[src/rtl/adaptive_step_size_controller_core_macros.svh]
// Assertion macros shared by the step-size controller RTL
`ifndef ADAPTIVE_STEP_SIZE_CONTROLLER_CORE_MACROS_SVH
`define ADAPTIVE_STEP_SIZE_CONTROLLER_CORE_MACROS_SVH

// same-cycle implication, sampled on clk, off during reset
`define ASSC_ASSERT_IMP(lbl, ante, cons, msg) \
    lbl: assert property (@(posedge clk) disable iff (!rst_n) (ante) |-> (cons)) else $error(msg);

// next-cycle implication, sampled on clk, off during reset
`define ASSC_ASSERT_NXT(lbl, ante, cons, msg) \
    lbl: assert property (@(posedge clk) disable iff (!rst_n) (ante) |=> (cons)) else $error(msg);

`endif

[src/rtl/assc_pkg.sv]
// Package: widths, codes and register map of the step-size controller
`timescale 1ns / 1ps
package assc_pkg;

    localparam int STEP_WIDTH = 48;
    localparam int CFG_DATA_W = 64;
    localparam int CFG_ADDR_W = 6;
    localparam int LOG_W      = 22;
    localparam int PROD_W     = 80;

    localparam logic [STEP_WIDTH-1:0] STEP_MASK   = {STEP_WIDTH{1'b1}};
    localparam logic [STEP_WIDTH-1:0] TOL_RESET   = STEP_WIDTH'(64'd4295);
    localparam logic [STEP_WIDTH-1:0] START_RESET = STEP_WIDTH'(64'd42949673);
    localparam logic [15:0]           SAFETY_RESET = 16'd58982;
    localparam logic [19:0]           FLOOR_RESET  = 20'd0;
    localparam logic [19:0]           CAP_RESET    = 20'd327680;
    localparam logic [3:0]            ORDER_RESET  = 4'd4;

    localparam logic CMD_BEGIN = 1'b0;
    localparam logic CMD_ERROR = 1'b1;

    typedef enum logic [1:0] {
        STAT_TRIAL     = 2'd0,
        STAT_ACCEPT    = 2'd1,
        STAT_RETRY     = 2'd2,
        STAT_UNDERFLOW = 2'd3
    } status_t;

    typedef enum logic [2:0] {
        REG_TOLERANCE = 3'd0,
        REG_START     = 3'd1,
        REG_SAFETY    = 3'd2,
        REG_FLOOR     = 3'd3,
        REG_CAP       = 3'd4,
        REG_ORDER     = 3'd5
    } reg_index_t;

endpackage

[src/rtl/assc_in_if.sv]
// Input item channel of the step-size controller
`timescale 1ns / 1ps
interface assc_in_if;
    import assc_pkg::*;
    logic                         valid;
    logic                         ready;
    logic                         command;
    logic                         at_start;
    logic                         time_limited;
    logic signed [STEP_WIDTH-1:0] error_value;
    logic                         last_error;

    modport source (output valid, command, at_start, time_limited, error_value, last_error,
                    input ready);
    modport sink (input valid, command, at_start, time_limited, error_value, last_error,
                  output ready);
endinterface

[src/rtl/assc_out_if.sv]
// Result item channel of the step-size controller
`timescale 1ns / 1ps
interface assc_out_if;
    import assc_pkg::*;
    logic                  valid;
    logic                  ready;
    status_t               status;
    logic [STEP_WIDTH-1:0] step_size;

    modport source (output valid, status, step_size, input ready);
    modport sink (input valid, status, step_size, output ready);
endinterface

[src/rtl/adaptive_step_size_controller_core.sv]
// Top level: adaptive step-size controller with a shared multiply/sqrt sequencer
//
//  channel | dir | handshake      | payload
//  cmd     | in  | valid/ready    | command, at_start, time_limited, error_value, last_error
//  rsp     | out | valid/ready    | status, step_size
//  apb     | in  | psel/penable   | paddr, pwdata, pwrite -> prdata, pready
//
// Begin, non-final error and time-limited final error items are handled in ST_IDLE.
// A final error item of a step that is not time-limited runs two log2 passes (normalize
// shifts, then 16 serial squarings each), a serial divide, 16 serial square roots and three
// serial multiplies, with cmd.ready low meanwhile.
// Reset (rst_n low) loads register defaults and clears control state at once.
// A result waits in the output register; the next item is taken once it is free or leaving.
`timescale 1ns / 1ps
`include "adaptive_step_size_controller_core_macros.svh"
module adaptive_step_size_controller_core (
    input  logic                             clk,
    input  logic                             rst_n,
    assc_in_if.sink                          cmd,
    assc_out_if.source                       rsp,
    input  logic                             psel,
    input  logic                             penable,
    input  logic                             pwrite,
    input  logic [assc_pkg::CFG_ADDR_W-1:0]  paddr,
    input  logic [assc_pkg::CFG_DATA_W-1:0]  pwdata,
    output logic [assc_pkg::CFG_DATA_W-1:0]  prdata,
    output logic                             pready
);
    import assc_pkg::*;

    typedef enum logic [12:0] {
        ST_IDLE     = 13'b0000000000001,
        ST_NORM     = 13'b0000000000010,
        ST_MUL_SQ   = 13'b0000000000100,
        ST_SQ_STEP  = 13'b0000000001000,
        ST_DIV      = 13'b0000000010000,
        ST_EXP_LOAD = 13'b0000000100000,
        ST_SQRT     = 13'b0000001000000,
        ST_MUL_SH   = 13'b0000010000000,
        ST_SH_DONE  = 13'b0000100000000,
        ST_MUL_Y    = 13'b0001000000000,
        ST_Y_DONE   = 13'b0010000000000,
        ST_MUL_LIM  = 13'b0100000000000,
        ST_FIN      = 13'b1000000000000
    } state_t;

    function automatic logic [STEP_WIDTH-1:0] mul_shift(input logic [PROD_W-1:0] p,
                                                        input logic signed [8:0] sh);
        logic [127:0] w;
        logic [8:0]   ls;
        begin
            ls = 9'd0 - sh;
            if (!sh[8])
                w = {48'd0, p} >> sh[7:0];
            else
                w = {48'd0, p} << ls[7:0];
            mul_shift = (|w[127:STEP_WIDTH]) ? STEP_MASK : w[STEP_WIDTH-1:0];
        end
    endfunction

    state_t                state_reg, state_next;

    logic [STEP_WIDTH-1:0] tol_reg, start_reg;
    logic [15:0]           safety_reg;
    logic [19:0]           floor_reg, cap_reg;
    logic [3:0]            order_reg;

    logic [STEP_WIDTH-1:0] stored_reg, stored_next;
    logic [STEP_WIDTH-1:0] trial_reg, trial_next;
    logic [STEP_WIDTH-1:0] largest_reg, largest_next;
    logic                  forced_reg, forced_next;
    logic                  out_valid_reg, out_valid_next;
    logic                  reject_reg, reject_next;
    logic                  which_reg, which_next;

    status_t               out_status_reg, out_status_next;
    logic [STEP_WIDTH-1:0] out_step_reg, out_step_next;
    logic [STEP_WIDTH-1:0] xs_reg, xs_next;
    logic [5:0]            k_reg, k_next;
    logic [15:0]           frac_reg, frac_next;
    logic [3:0]            sq_cnt_reg, sq_cnt_next;
    logic [LOG_W-1:0]      log_t_reg, log_t_next;
    logic [LOG_W-1:0]      dnum_reg, dnum_next;
    logic [4:0]            drem_reg, drem_next;
    logic [4:0]            div_cnt_reg, div_cnt_next;
    logic                  neg_reg, neg_next;
    logic signed [7:0]     n_reg, n_next;
    logic [15:0]           f_reg, f_next;
    logic [31:0]           y_reg, y_next;
    logic [3:0]            exp_cnt_reg, exp_cnt_next;
    logic [63:0]           sq_rem_reg, sq_rem_next;
    logic [63:0]           sq_res_reg, sq_res_next;
    logic [63:0]           sq_bit_reg, sq_bit_next;
    logic [4:0]            sqrt_cnt_reg, sqrt_cnt_next;
    logic [PROD_W-1:0]     mul_a_reg, mul_a_next;
    logic [31:0]           mul_b_reg, mul_b_next;
    logic [PROD_W-1:0]     mul_acc_reg, mul_acc_next;
    logic [4:0]            mul_cnt_reg, mul_cnt_next;
    logic [STEP_WIDTH-1:0] c_reg, c_next;

    logic                  in_fire, out_free, cfg_wr;
    logic [STEP_WIDTH-1:0] err_mag, err_max, tol_one, delta_one;
    logic [31:0]           sq_prod;
    logic [30:0]           m_new;
    logic [15:0]           frac_new;
    logic [LOG_W-1:0]      log_new;
    logic signed [LOG_W:0] d_diff;
    logic [LOG_W:0]        d_abs;
    logic [4:0]            q_div;
    logic [5:0]            d_trial;
    logic [LOG_W:0]        q_mag;
    logic [23:0]           e_val;
    logic [63:0]           rad, sq_sum;
    logic signed [8:0]     y_shift;
    logic [STEP_WIDTH-1:0] lim_val, pick;

    assign pready   = 1'b1;
    assign cfg_wr   = psel && penable && pwrite;
    assign out_free = !out_valid_reg || rsp.ready;
    assign cmd.ready = (state_reg == ST_IDLE) && out_free;
    assign in_fire  = cmd.valid && cmd.ready;

    assign rsp.valid     = out_valid_reg;
    assign rsp.status    = out_status_reg;
    assign rsp.step_size = out_step_reg;

    always_comb
    begin
        unique case (reg_index_t'(paddr[5:3]))
            REG_TOLERANCE: prdata = CFG_DATA_W'(tol_reg);
            REG_START:     prdata = CFG_DATA_W'(start_reg);
            REG_SAFETY:    prdata = CFG_DATA_W'(safety_reg);
            REG_FLOOR:     prdata = CFG_DATA_W'(floor_reg);
            REG_CAP:       prdata = CFG_DATA_W'(cap_reg);
            REG_ORDER:     prdata = CFG_DATA_W'(order_reg);
            default:       prdata = '0;
        endcase
    end

    always_ff @(posedge clk or negedge rst_n)
    begin
        if (!rst_n)
        begin
            tol_reg    <= TOL_RESET;
            start_reg  <= START_RESET;
            safety_reg <= SAFETY_RESET;
            floor_reg  <= FLOOR_RESET;
            cap_reg    <= CAP_RESET;
            order_reg  <= ORDER_RESET;
        end
        else if (cfg_wr && paddr[2:0] == 3'd0)
        begin
            unique case (reg_index_t'(paddr[5:3]))
                REG_TOLERANCE: tol_reg    <= pwdata[STEP_WIDTH-1:0];
                REG_START:     start_reg  <= pwdata[STEP_WIDTH-1:0];
                REG_SAFETY:    safety_reg <= pwdata[15:0];
                REG_FLOOR:     floor_reg  <= pwdata[19:0];
                REG_CAP:       cap_reg    <= pwdata[19:0];
                REG_ORDER:     order_reg  <= pwdata[3:0];
                default:       ;
            endcase
        end
    end

    always_comb
    begin
        err_mag   = cmd.error_value[STEP_WIDTH-1] ? (STEP_WIDTH'(0) - cmd.error_value)
                                                  : cmd.error_value;
        err_max   = (err_mag > largest_reg) ? err_mag : largest_reg;
        tol_one   = (tol_reg == '0) ? STEP_WIDTH'(1) : tol_reg;
        delta_one = (largest_reg == '0) ? STEP_WIDTH'(1) : largest_reg;

        sq_prod   = mul_acc_reg[61:30];
        m_new     = sq_prod[31] ? sq_prod[31:1] : sq_prod[30:0];
        frac_new  = {frac_reg[14:0], sq_prod[31]};
        log_new   = {k_reg, frac_new};
        d_diff    = $signed({1'b0, log_t_reg}) - $signed({1'b0, log_new});
        d_abs     = d_diff[LOG_W] ? (23'd0 - d_diff) : d_diff;

        q_div     = {1'b0, order_reg} + 5'd1;
        d_trial   = {drem_reg, dnum_reg[LOG_W-1]};
        q_mag     = {1'b0, dnum_reg} + {22'd0, (neg_reg && drem_reg != 5'd0)};
        e_val     = neg_reg ? (24'd0 - {1'b0, q_mag}) : {1'b0, q_mag};

        rad       = (f_reg[exp_cnt_reg] ? {31'd0, y_reg, 1'b0} : {32'd0, y_reg}) << 30;
        sq_sum    = sq_res_reg + sq_bit_reg;
        y_shift   = 9'sd30 - 9'(n_reg);
        lim_val   = mul_shift(mul_acc_reg, 9'sd16);
        pick      = '0;

        state_next      = state_reg;
        stored_next     = stored_reg;
        trial_next      = trial_reg;
        largest_next    = largest_reg;
        forced_next     = forced_reg;
        out_valid_next  = out_valid_reg && !rsp.ready;
        reject_next     = reject_reg;
        which_next      = which_reg;
        out_status_next = out_status_reg;
        out_step_next   = out_step_reg;
        xs_next         = xs_reg;
        k_next          = k_reg;
        frac_next       = frac_reg;
        sq_cnt_next     = sq_cnt_reg;
        log_t_next      = log_t_reg;
        dnum_next       = dnum_reg;
        drem_next       = drem_reg;
        div_cnt_next    = div_cnt_reg;
        neg_next        = neg_reg;
        n_next          = n_reg;
        f_next          = f_reg;
        y_next          = y_reg;
        exp_cnt_next    = exp_cnt_reg;
        sq_rem_next     = sq_rem_reg;
        sq_res_next     = sq_res_reg;
        sq_bit_next     = sq_bit_reg;
        sqrt_cnt_next   = sqrt_cnt_reg;
        mul_a_next      = mul_a_reg;
        mul_b_next      = mul_b_reg;
        mul_acc_next    = mul_acc_reg;
        mul_cnt_next    = mul_cnt_reg;
        c_next          = c_reg;

        if (state_reg == ST_MUL_SQ || state_reg == ST_MUL_SH || state_reg == ST_MUL_Y ||
            state_reg == ST_MUL_LIM)
        begin
            mul_acc_next = mul_acc_reg + (mul_b_reg[0] ? mul_a_reg : '0);
            mul_a_next   = mul_a_reg << 1;
            mul_b_next   = mul_b_reg >> 1;
            mul_cnt_next = mul_cnt_reg + 5'd1;
        end

        unique case (state_reg)
            ST_IDLE:
            begin
                if (in_fire)
                begin
                    if (cmd.command == CMD_BEGIN)
                    begin
                        trial_next      = cmd.at_start ? start_reg : stored_reg;
                        stored_next     = trial_next;
                        forced_next     = cmd.time_limited;
                        largest_next    = '0;
                        out_valid_next  = 1'b1;
                        out_status_next = STAT_TRIAL;
                        out_step_next   = trial_next;
                    end
                    else if (!cmd.last_error)
                        largest_next = err_max;
                    else if (forced_reg)
                    begin
                        largest_next    = '0;
                        out_valid_next  = 1'b1;
                        out_status_next = STAT_ACCEPT;
                        out_step_next   = stored_reg;
                    end
                    else
                    begin
                        largest_next = err_max;
                        reject_next  = err_max > tol_reg;
                        xs_next      = tol_one;
                        k_next       = 6'd47;
                        which_next   = 1'b0;
                        state_next   = ST_NORM;
                    end
                end
            end
            ST_NORM:
            begin
                if (xs_reg[STEP_WIDTH-1])
                begin
                    frac_next    = '0;
                    sq_cnt_next  = '0;
                    mul_a_next   = PROD_W'(xs_reg[STEP_WIDTH-1 -: 31]);
                    mul_b_next   = 32'(xs_reg[STEP_WIDTH-1 -: 31]);
                    mul_acc_next = '0;
                    mul_cnt_next = '0;
                    state_next   = ST_MUL_SQ;
                end
                else
                begin
                    xs_next = xs_reg << 1;
                    k_next  = k_reg - 6'd1;
                end
            end
            ST_MUL_SQ:
            begin
                if (mul_cnt_reg == 5'd31)
                    state_next = ST_SQ_STEP;
            end
            ST_SQ_STEP:
            begin
                frac_next   = frac_new;
                sq_cnt_next = sq_cnt_reg + 4'd1;
                if (sq_cnt_reg == 4'd15)
                begin
                    if (!which_reg)
                    begin
                        log_t_next = log_new;
                        xs_next    = delta_one;
                        k_next     = 6'd47;
                        which_next = 1'b1;
                        state_next = ST_NORM;
                    end
                    else
                    begin
                        neg_next     = d_diff[LOG_W];
                        dnum_next    = d_abs[LOG_W-1:0];
                        drem_next    = '0;
                        div_cnt_next = '0;
                        state_next   = ST_DIV;
                    end
                end
                else
                begin
                    mul_a_next   = PROD_W'(m_new);
                    mul_b_next   = 32'(m_new);
                    mul_acc_next = '0;
                    mul_cnt_next = '0;
                    state_next   = ST_MUL_SQ;
                end
            end
            ST_DIV:
            begin
                if (d_trial >= {1'b0, q_div})
                begin
                    drem_next = 5'(d_trial - {1'b0, q_div});
                    dnum_next = {dnum_reg[LOG_W-2:0], 1'b1};
                end
                else
                begin
                    drem_next = d_trial[4:0];
                    dnum_next = {dnum_reg[LOG_W-2:0], 1'b0};
                end
                div_cnt_next = div_cnt_reg + 5'd1;
                if (div_cnt_reg == 5'(LOG_W - 1))
                    state_next = ST_EXP_LOAD;
                y_next       = 32'd1 << 30;
                exp_cnt_next = '0;
            end
            ST_EXP_LOAD:
            begin
                if (exp_cnt_reg == 4'd0)
                begin
                    n_next = e_val[23:16];
                    f_next = e_val[15:0];
                end
                sq_rem_next   = (exp_cnt_reg == 4'd0)
                              ? ((e_val[0] ? {31'd0, y_reg, 1'b0} : {32'd0, y_reg}) << 30)
                              : rad;
                sq_res_next   = '0;
                sq_bit_next   = 64'd1 << 62;
                sqrt_cnt_next = '0;
                state_next    = ST_SQRT;
            end
            ST_SQRT:
            begin
                if (sq_rem_reg >= sq_sum)
                begin
                    sq_rem_next = sq_rem_reg - sq_sum;
                    sq_res_next = (sq_res_reg >> 1) + sq_bit_reg;
                end
                else
                    sq_res_next = sq_res_reg >> 1;
                sq_bit_next   = sq_bit_reg >> 2;
                sqrt_cnt_next = sqrt_cnt_reg + 5'd1;
                if (sqrt_cnt_reg == 5'd31)
                begin
                    y_next       = sq_res_next[31:0];
                    exp_cnt_next = exp_cnt_reg + 4'd1;
                    if (exp_cnt_reg == 4'd15)
                    begin
                        mul_a_next   = PROD_W'(trial_reg);
                        mul_b_next   = 32'(safety_reg);
                        mul_acc_next = '0;
                        mul_cnt_next = '0;
                        state_next   = ST_MUL_SH;
                    end
                    else
                        state_next = ST_EXP_LOAD;
                end
            end
            ST_MUL_SH:
            begin
                if (mul_cnt_reg == 5'd31)
                    state_next = ST_SH_DONE;
            end
            ST_SH_DONE:
            begin
                mul_a_next   = PROD_W'(lim_val);
                mul_b_next   = y_reg;
                mul_acc_next = '0;
                mul_cnt_next = '0;
                state_next   = ST_MUL_Y;
            end
            ST_MUL_Y:
            begin
                if (mul_cnt_reg == 5'd31)
                    state_next = ST_Y_DONE;
            end
            ST_Y_DONE:
            begin
                c_next       = mul_shift(mul_acc_reg, y_shift);
                mul_a_next   = PROD_W'(trial_reg);
                mul_b_next   = 32'(reject_reg ? floor_reg : cap_reg);
                mul_acc_next = '0;
                mul_cnt_next = '0;
                state_next   = ST_MUL_LIM;
            end
            ST_MUL_LIM:
            begin
                if (mul_cnt_reg == 5'd31)
                    state_next = ST_FIN;
            end
            ST_FIN:
            begin
                if (out_free)
                begin
                    if (reject_reg)
                    begin
                        pick = (c_reg > lim_val) ? c_reg : lim_val;
                        if (pick == '0)
                            out_status_next = STAT_UNDERFLOW;
                        else
                        begin
                            out_status_next = STAT_RETRY;
                            trial_next      = pick;
                        end
                    end
                    else
                    begin
                        pick = (c_reg < lim_val) ? c_reg : lim_val;
                        if (pick < trial_reg)
                            pick = trial_reg;
                        out_status_next = STAT_ACCEPT;
                        stored_next     = pick;
                    end
                    out_step_next  = pick;
                    out_valid_next = 1'b1;
                    largest_next   = '0;
                    state_next     = ST_IDLE;
                end
            end
            default: state_next = ST_IDLE;
        endcase
    end

    always_ff @(posedge clk or negedge rst_n)
    begin
        if (!rst_n)
        begin
            state_reg     <= ST_IDLE;
            stored_reg    <= START_RESET;
            trial_reg     <= '0;
            largest_reg   <= '0;
            forced_reg    <= 1'b0;
            out_valid_reg <= 1'b0;
        end
        else
        begin
            state_reg     <= state_next;
            stored_reg    <= stored_next;
            trial_reg     <= trial_next;
            largest_reg   <= largest_next;
            forced_reg    <= forced_next;
            out_valid_reg <= out_valid_next;
        end
    end

    always_ff @(posedge clk)
    begin
        reject_reg     <= reject_next;
        which_reg      <= which_next;
        out_status_reg <= out_status_next;
        out_step_reg   <= out_step_next;
        xs_reg         <= xs_next;
        k_reg          <= k_next;
        frac_reg       <= frac_next;
        sq_cnt_reg     <= sq_cnt_next;
        log_t_reg      <= log_t_next;
        dnum_reg       <= dnum_next;
        drem_reg       <= drem_next;
        div_cnt_reg    <= div_cnt_next;
        neg_reg        <= neg_next;
        n_reg          <= n_next;
        f_reg          <= f_next;
        y_reg          <= y_next;
        exp_cnt_reg    <= exp_cnt_next;
        sq_rem_reg     <= sq_rem_next;
        sq_res_reg     <= sq_res_next;
        sq_bit_reg     <= sq_bit_next;
        sqrt_cnt_reg   <= sqrt_cnt_next;
        mul_a_reg      <= mul_a_next;
        mul_b_reg      <= mul_b_next;
        mul_acc_reg    <= mul_acc_next;
        mul_cnt_reg    <= mul_cnt_next;
        c_reg          <= c_next;
    end

    `ASSC_ASSERT_NXT(a_begin_gives_trial, in_fire && cmd.command == CMD_BEGIN, rsp.valid && rsp.status == STAT_TRIAL, "begin item did not yield a trial result")
    `ASSC_ASSERT_IMP(a_busy_not_ready, state_reg != ST_IDLE, !cmd.ready, "input taken while sequencer busy")
    `ASSC_ASSERT_IMP(a_underflow_zero, rsp.valid && rsp.status == STAT_UNDERFLOW, rsp.step_size == '0, "underflow result with nonzero step")

endmodule

[src/flat_wrapper.sv]
// flat-port wrapper written by rule: the top's interface ports become plain ports
module adaptive_step_size_controller_core_flat import assc_pkg::*;
  (clk, rst_n, psel, penable, pwrite, paddr, pwdata, prdata, pready, cmd_valid, cmd_command, cmd_at_start, cmd_time_limited, cmd_error_value, cmd_last_error, cmd_ready, rsp_valid, rsp_status, rsp_step_size, rsp_ready);
  assc_in_if cmd_i ();
  assc_out_if rsp_i ();
  input  logic clk;
  input  logic rst_n;
  input  logic psel;
  input  logic penable;
  input  logic pwrite;
  input  logic [assc_pkg::CFG_ADDR_W-1:0] paddr;
  input  logic [assc_pkg::CFG_DATA_W-1:0] pwdata;
  output logic [assc_pkg::CFG_DATA_W-1:0] prdata;
  output logic pready;
  input wire logic [$bits(cmd_i.valid)-1:0] cmd_valid;
  input wire logic [$bits(cmd_i.command)-1:0] cmd_command;
  input wire logic [$bits(cmd_i.at_start)-1:0] cmd_at_start;
  input wire logic [$bits(cmd_i.time_limited)-1:0] cmd_time_limited;
  input wire logic [$bits(cmd_i.error_value)-1:0] cmd_error_value;
  input wire logic [$bits(cmd_i.last_error)-1:0] cmd_last_error;
  output wire logic [$bits(cmd_i.ready)-1:0] cmd_ready;
  output wire logic [$bits(rsp_i.valid)-1:0] rsp_valid;
  output wire logic [$bits(rsp_i.status)-1:0] rsp_status;
  output wire logic [$bits(rsp_i.step_size)-1:0] rsp_step_size;
  input wire logic [$bits(rsp_i.ready)-1:0] rsp_ready;
  assign cmd_i.valid = cmd_valid;
  assign cmd_i.command = cmd_command;
  assign cmd_i.at_start = cmd_at_start;
  assign cmd_i.time_limited = cmd_time_limited;
  assign cmd_i.error_value = cmd_error_value;
  assign cmd_i.last_error = cmd_last_error;
  assign cmd_ready = cmd_i.ready;
  assign rsp_valid = rsp_i.valid;
  assign rsp_status = rsp_i.status;
  assign rsp_step_size = rsp_i.step_size;
  assign rsp_i.ready = rsp_ready;
  adaptive_step_size_controller_core u_core (.clk(clk), .rst_n(rst_n), .cmd(cmd_i), .rsp(rsp_i), .psel(psel), .penable(penable), .pwrite(pwrite), .paddr(paddr), .pwdata(pwdata), .prdata(prdata), .pready(pready));
endmodule
[config.mk]
export PLATFORM = sky130hd
export DESIGN_NAME = adaptive_step_size_controller_core_flat
export DESIGN_NICKNAME = d
export VERILOG_FILES = /design/src/rtl/assc_pkg.sv /design/src/rtl/assc_in_if.sv /design/src/rtl/assc_out_if.sv /design/src/rtl/adaptive_step_size_controller_core.sv /design/src/flat_wrapper.sv
export VERILOG_INCLUDE_DIRS = /design/src /design/src/rtl
export SDC_FILE = /design/constraint.sdc
export NUM_CORES = 2
export LEC_CHECK = 0
export BUFFER_PORTS_ARGS = -buffer_cell sky130_fd_sc_hd__clkbuf_2
export CORE_ASPECT_RATIO = 1.4
export CORE_UTILIZATION = 54
export CTS_BUF_LIST = sky130_fd_sc_hd__clkbuf_4 sky130_fd_sc_hd__clkbuf_8
export CTS_CLUSTER_SIZE = 10
export DETAILED_ROUTE_END_ITERATION = 10
export PLACE_DENSITY = 0.82
export SKIP_LAST_GASP = 1
export SYNTH_ARGS = -nofsm -noshare
export SYNTH_HDL_FRONTEND = slang
export SYNTH_SLANG_ARGS = --single-unit
[constraint.sdc]
create_clock -name clk -period 15.8 [get_ports clk]
set_clock_uncertainty 0.15 [all_clocks]
set_input_delay 2.37 -clock clk [delete_from_list [all_inputs] [get_ports clk]]
set_output_delay 2.37 -clock clk [all_outputs]
set_load 0.02 [all_outputs]
# Word-level counts from Yosys, hierarchy flattened
# Cells that the tools add are included.
# word_totals
out_inout_bits,117
reg_bits,997
inputBits,129
# op_classes
n_eq_ne,46
muxes,143
n_shift,2
magnitude_cmp,8
bitwise_logic,3
addsub,19
n_reduce_logical,53
# op_table
op,count
$mux W48,34
$mux W80,11
$pmux W80 S5,1
$pmux W48 S2,4
$pmux W64 S2,3
$pmux W80 S4,1
$pmux W48 S6,1
$mux W128,2
$mux W32,6
$mux W64,3
$pmux W13 S13,1
$pmux W32 S5,1
$mux W13,12
$gt A48 B48 Y1,3
$logic_not A48 Y1,3
$pmux W48 S3,1
$shl A80 B8 Y128,1
$shr A80 B8 Y128,1
$lt A48 B48 Y1,2
$add A80 B80 Y80,1
$reduce_or A80 Y1,1
$mux W22,3
$mux W33,2
$add A63 B64 Y64,1
77 further kinds,175

# Depth between registers and ports, before layout
# depth
word_depth,9
mapped_depth,37
ltp_nobuf,34

# Worst setup path after synthesis
# Ideal clock, no wire load.
# synth_path
kind,input -> register
startpoint,input port cmd_error_value[8]
endpoint,register u_core.reject_reg (data pin)
path_slack_ns,5.852
setup_ns,0.267
stages,35
required_ns,15.383
arrival_ns,9.531
cell_sequence,or4_1 > nor4_1 > nand3_1 > or3_1 > clkbuf_1 > nor3_1 > nand3_1 > or4_1 > or4_1 > o31ai_1 > xnor2_1 > ha_1 > nand4_1 > nor4_1 > and2_1 > nand4_1 > and4_1 > a211oi_1 > clkbuf_1 > buf_1 > nor2_1 > a21oi_1 > ha_1 > nor2b_1 > o21a_1 > o21a_1 > o21a_1 > o21a_1 > o21ai_0 > nand2b_1 > a21oi_1 > o31ai_1 > a21o_1 > a21oi_1 > a31oi_1
# synth_via
elab_chain_cells,5
# synth_rtl
item,line,rtl
start: declaration,flat_wrapper.sv:19,input wire logic [$bits(cmd_i.error_value)-1:0] cmd_error_value;
$sub A1 B48 Y48,adaptive_step_size_controller_core.sv:167,err_mag = cmd.error_value[STEP_WIDTH-1] ? (STEP_WIDTH'(0) - cmd.error_value)
$mux W48 *,adaptive_step_size_controller_core.sv:167,
$gt A48 B48 Y1,adaptive_step_size_controller_core.sv:169,err_max = (err_mag > largest_reg) ? err_mag : largest_reg;
$mux W48 *,adaptive_step_size_controller_core.sv:169,
$gt A48 B48 Y1 *,adaptive_step_size_controller_core.sv:260,reject_next = err_max > tol_reg;
end signal: assignment,adaptive_step_size_controller_core.sv:472,reject_reg <= reject_next;
end: declaration,adaptive_step_size_controller_core.sv:73,"logic reject_reg, reject_next;"
# Every way passes the cells marked *; elsewhere a longest branch is shown, timed or not.
# A chain may end at the register's enable or synchronous reset.

# Final worst setup path
# Same ends and word-level chain as after synthesis.

==> run_results.csv <==
group,metric,value,unit
clock_network,htreeDepth,4,
routing,drt_iter0_drc,9479,
final_layout,fin_area,0.0823,mm^2
global_routing,grt_max_degree,153,
clock_network,cts_tree,"built",
power_and_ir_drop,p_sw_share,39.6,%
sta,slew_viol_final,5,
setup_path,endpoint_kind,"flop",
sta,worstMarginPinSlew,1.53,ns
placed_design,io_buffer_count,212,
routing,postRouteAntennaNets,0,
power_and_ir_drop,p_per_area,115,mW/mm^2
placed_design,gp_routability_congestion,1.06,
die,initial_core_util,54.3,%
die,die_h,447,um
final_layout,instances_no_fill,10600,
synthesis,ys_seq_elements,965,
power_and_ir_drop,vdd_drop_max,0.139,mV
clock_network,cts.repair.resized,0,
final_layout,fillers,12100,
min_path,whs_path_depth,0,
clock_network,clk_latency,0.97,ns
clock_network,clock_sinks,965,
sta,period_minus_slack,10.75,ns
synthesis,synth_area_leaders,"edfxtp_1 (18%), dfrtp_1 (8.8%), ha_1 (7.3%), mux2i_1 (5.3%), dfxtp_1 (5.2%)",
setup_path,crit_path_max_incr_delay,0.74,ns
clock_network,clock_path_buffers,3,
synthesis,synth_warnings,0,
power_and_ir_drop,pwr-share-comb,36.7,%
die,rows,163,
synthesis,synth_edf_count,453,
final_layout,final_cell_mix,"nand2_1 (951), a21oi_1 (654), o21ai_0 (652)",
final_layout,final_common_cell,"nand2_1",
final_layout,fin_nets,9238,
setup_path,critPathLaunchType,"input pin",
final_layout,drive_gt1_share,13.3,%
power_and_ir_drop,p_seq_share,37.5,%
routing,drc,1,
global_routing,grt_pass1_wl,427000,um
clock_network,clk_pin_slew,0.06,ns
clock_network,cts_root_buf,"clkbuf_8",
job,cap_violations,1,
sta,slew_headroom,-2.65,%
final_layout,multi_input_area,0.0477,mm^2
placed_design,dp_hpwl,210000,um
routing,dr.pass1.iters,9,
clock_network,cts_setup_buffers,0,
die,ios,246,
power_and_ir_drop,clock_power_share,25.8,%
synthesis,syn_avg_cell_area,8.74,um^2
synthesis,synth.distinct_cells,92,
setup_path,crit_path_max_fanout,77,
sta,rsz0062_at_grt,"false",
setup_path,slowest_stage,"buf_4",
synthesis,synthFlopType,"edfxtp_1",
placed_design,postPlaceCellArea,0.0788,mm^2
global_routing,grt_overflow,0,
power_and_ir_drop,finalPower,9.46,mW
routing,drt-wirelength-per-cell,27.0,um
synthesis,synthArstFlopShare,32.6,%
run_status,status,"complete, but fails checks",
die,die_width,320,um
global_routing,grt_use_total,39.1,%
die,fp.coreArea,0.141,mm^2
power_and_ir_drop,intPower,5.72,mW
sta,setup_viol,0,
routing,num_vias,73200,
power_and_ir_drop,leakage,33.9,nW
clock_network,cts_buffers,157,
die,die-area,0.143,mm^2
global_routing,grt_antenna_before_repair,27,
synthesis,synth_top_area_share,17.8,%
final_layout,final_core_util,58.5,%
final_layout,syn_to_final_growth,7.65,%
sta,hold_slack,0.293,ns
min_path,hp-class,"flop to flop",
run_status,violations,"design-rule violations, max-capacitance violations, max-slew violations",
placed_design,dp_cells,10300,
sta,hold_violations,0,
setup_path,crit_type,"input pin to flop",
setup_path,reg2regPathDepth,24,
sta,fin_crit_sh,68.0,%
synthesis,netlist_area,0.0764,mm^2
sta,final.setup.tns,0,ns
sta,layout_setup_ws,5.05,ns
global_routing,grt_pass1_vias,69900,
final_layout,seqCellArea,0.0255,mm^2
routing,vias_per_cell,6.89,
setup_path,cpMostUsedCell,"o21a_1",
setup_path,cp.required,16.32,ns
routing,finalWirelength,287000,um
synthesis,syn_inst,8751,
synthesis,yosys.area.top_type,"edfxtp_1",
setup_path,cp.arrival,11.26,ns
placed_design,place_ws,4.18,ns
synthesis,synth-seq-area-share,33.3,%
power_and_ir_drop,switching_power,3.74,mW
sta,clock.fmax,93.0,MHz
clock_network,hold_buffers,0,
critical path: cells and delay by family:
family / cells / cell delay, ns
AND/OR/NAND/NOR: 16 / 4.64
AO/OA/AOI/OAI: 13 / 2.59
buffers and inverters: 2 / 0.85
adder cells (fa/ha/maj): 2 / 0.58
XOR/XNOR: 1 / 0.17
final timing paths:
path,end,slack (ns),startpoint
max in group asynchronous,u_core.state_reg[9]$_DFFE_PN0P_,10.86,rst_n
min in group asynchronous,u_core.largest_reg[43]$_DFFE_PN0P_,1.39,rst_n
worst min-delay path,u_core.log_t_reg[11]$_DFFE_PP_,0.29,u_core.frac_reg[10]$_SDFFCE_PN0P_
worst max-delay path,u_core.reject_reg$_DFFE_PP_,5.05,cmd_error_value[8]
worst max register to register,u_core.rsp.step_size[4]$_DFFE_PP_,6.50,u_core.mul_acc_reg[70]$_DFF_P_
worst min register to register,u_core.log_t_reg[11]$_DFFE_PP_,0.29,u_core.frac_reg[10]$_SDFFCE_PN0P_
Yosys cell counts (82+ instances only):
cell type,instances
a211oi_1,128
a21o_1,164
a21oi_1,656
a221oi_1,119
a22o_1,106
a22oi_1,123
a31oi_1,98
and2_1,154
clkbuf_1,494
dfrtp_1,270
dfxtp_1,197
edfxtp_1,453
ha_1,446
inv_1,331
mux2_2,242
mux2i_1,407
mux4_2,93
nand2_1,954
nand3_1,129
nand4_1,130
nor2_1,640
nor2b_1,116
nor3_1,119
nor4_1,82
o21ai_0,654
xnor2_1,219
xor2_1,162
cell families after synthesis:
kind of cell	synth area share, %
muxes	11.6
and+or+nand+nor	16.4
xor gates and xnor gates	4.37
buffers and inverters	4.84
DFF	33.3
AOI/OAI and AO/OA	22.0
other	0.00982
adders and majority gates	7.40
cell type report:
type / count / share of cell area [%]
inverters: 333 / 1.52
multi-input cells: 6853 / 57.9
repair buffers: 349 / 2.59
clock buffers: 237 / 3.57
diodes: 10 / 0.0304
clock inverters: 53 / 0.623
well taps: 1815 / 2.76
flip-flops and latches: 965 / 31.0
power groups by stage:
| stage | Sequential (mW) | Clock [mW] | Combinational [mW] |
|---|---|---|---|
| floorplan | 3.41 | 0 | 2.32 |
| global placement | 3.53 | 0 | 3.25 |
| detailed placement | 3.55 | 0 | 3.34 |
| CTS | 3.50 | 2.45 | 3.36 |
| global route | 3.56 | 2.56 | 3.72 |
| finish | 3.55 | 2.44 | 3.47 |
layer usage:
| metal | vias to the layer above | track usage [%] | routed length, um |
|---|---|---|---|
| met5 | - | 0.103 | 126 |
| met1 | 34800 | 44.4 | 98700 |
| met3 | 1366 | 9.98 | 31100 |
| met4 | 18 | 33.0 | 29200 |
| li1 | 32200 | - | - |
| met2 | 4713 | 61.6 | 128000 |
Power figures use the tool's default switching activity.
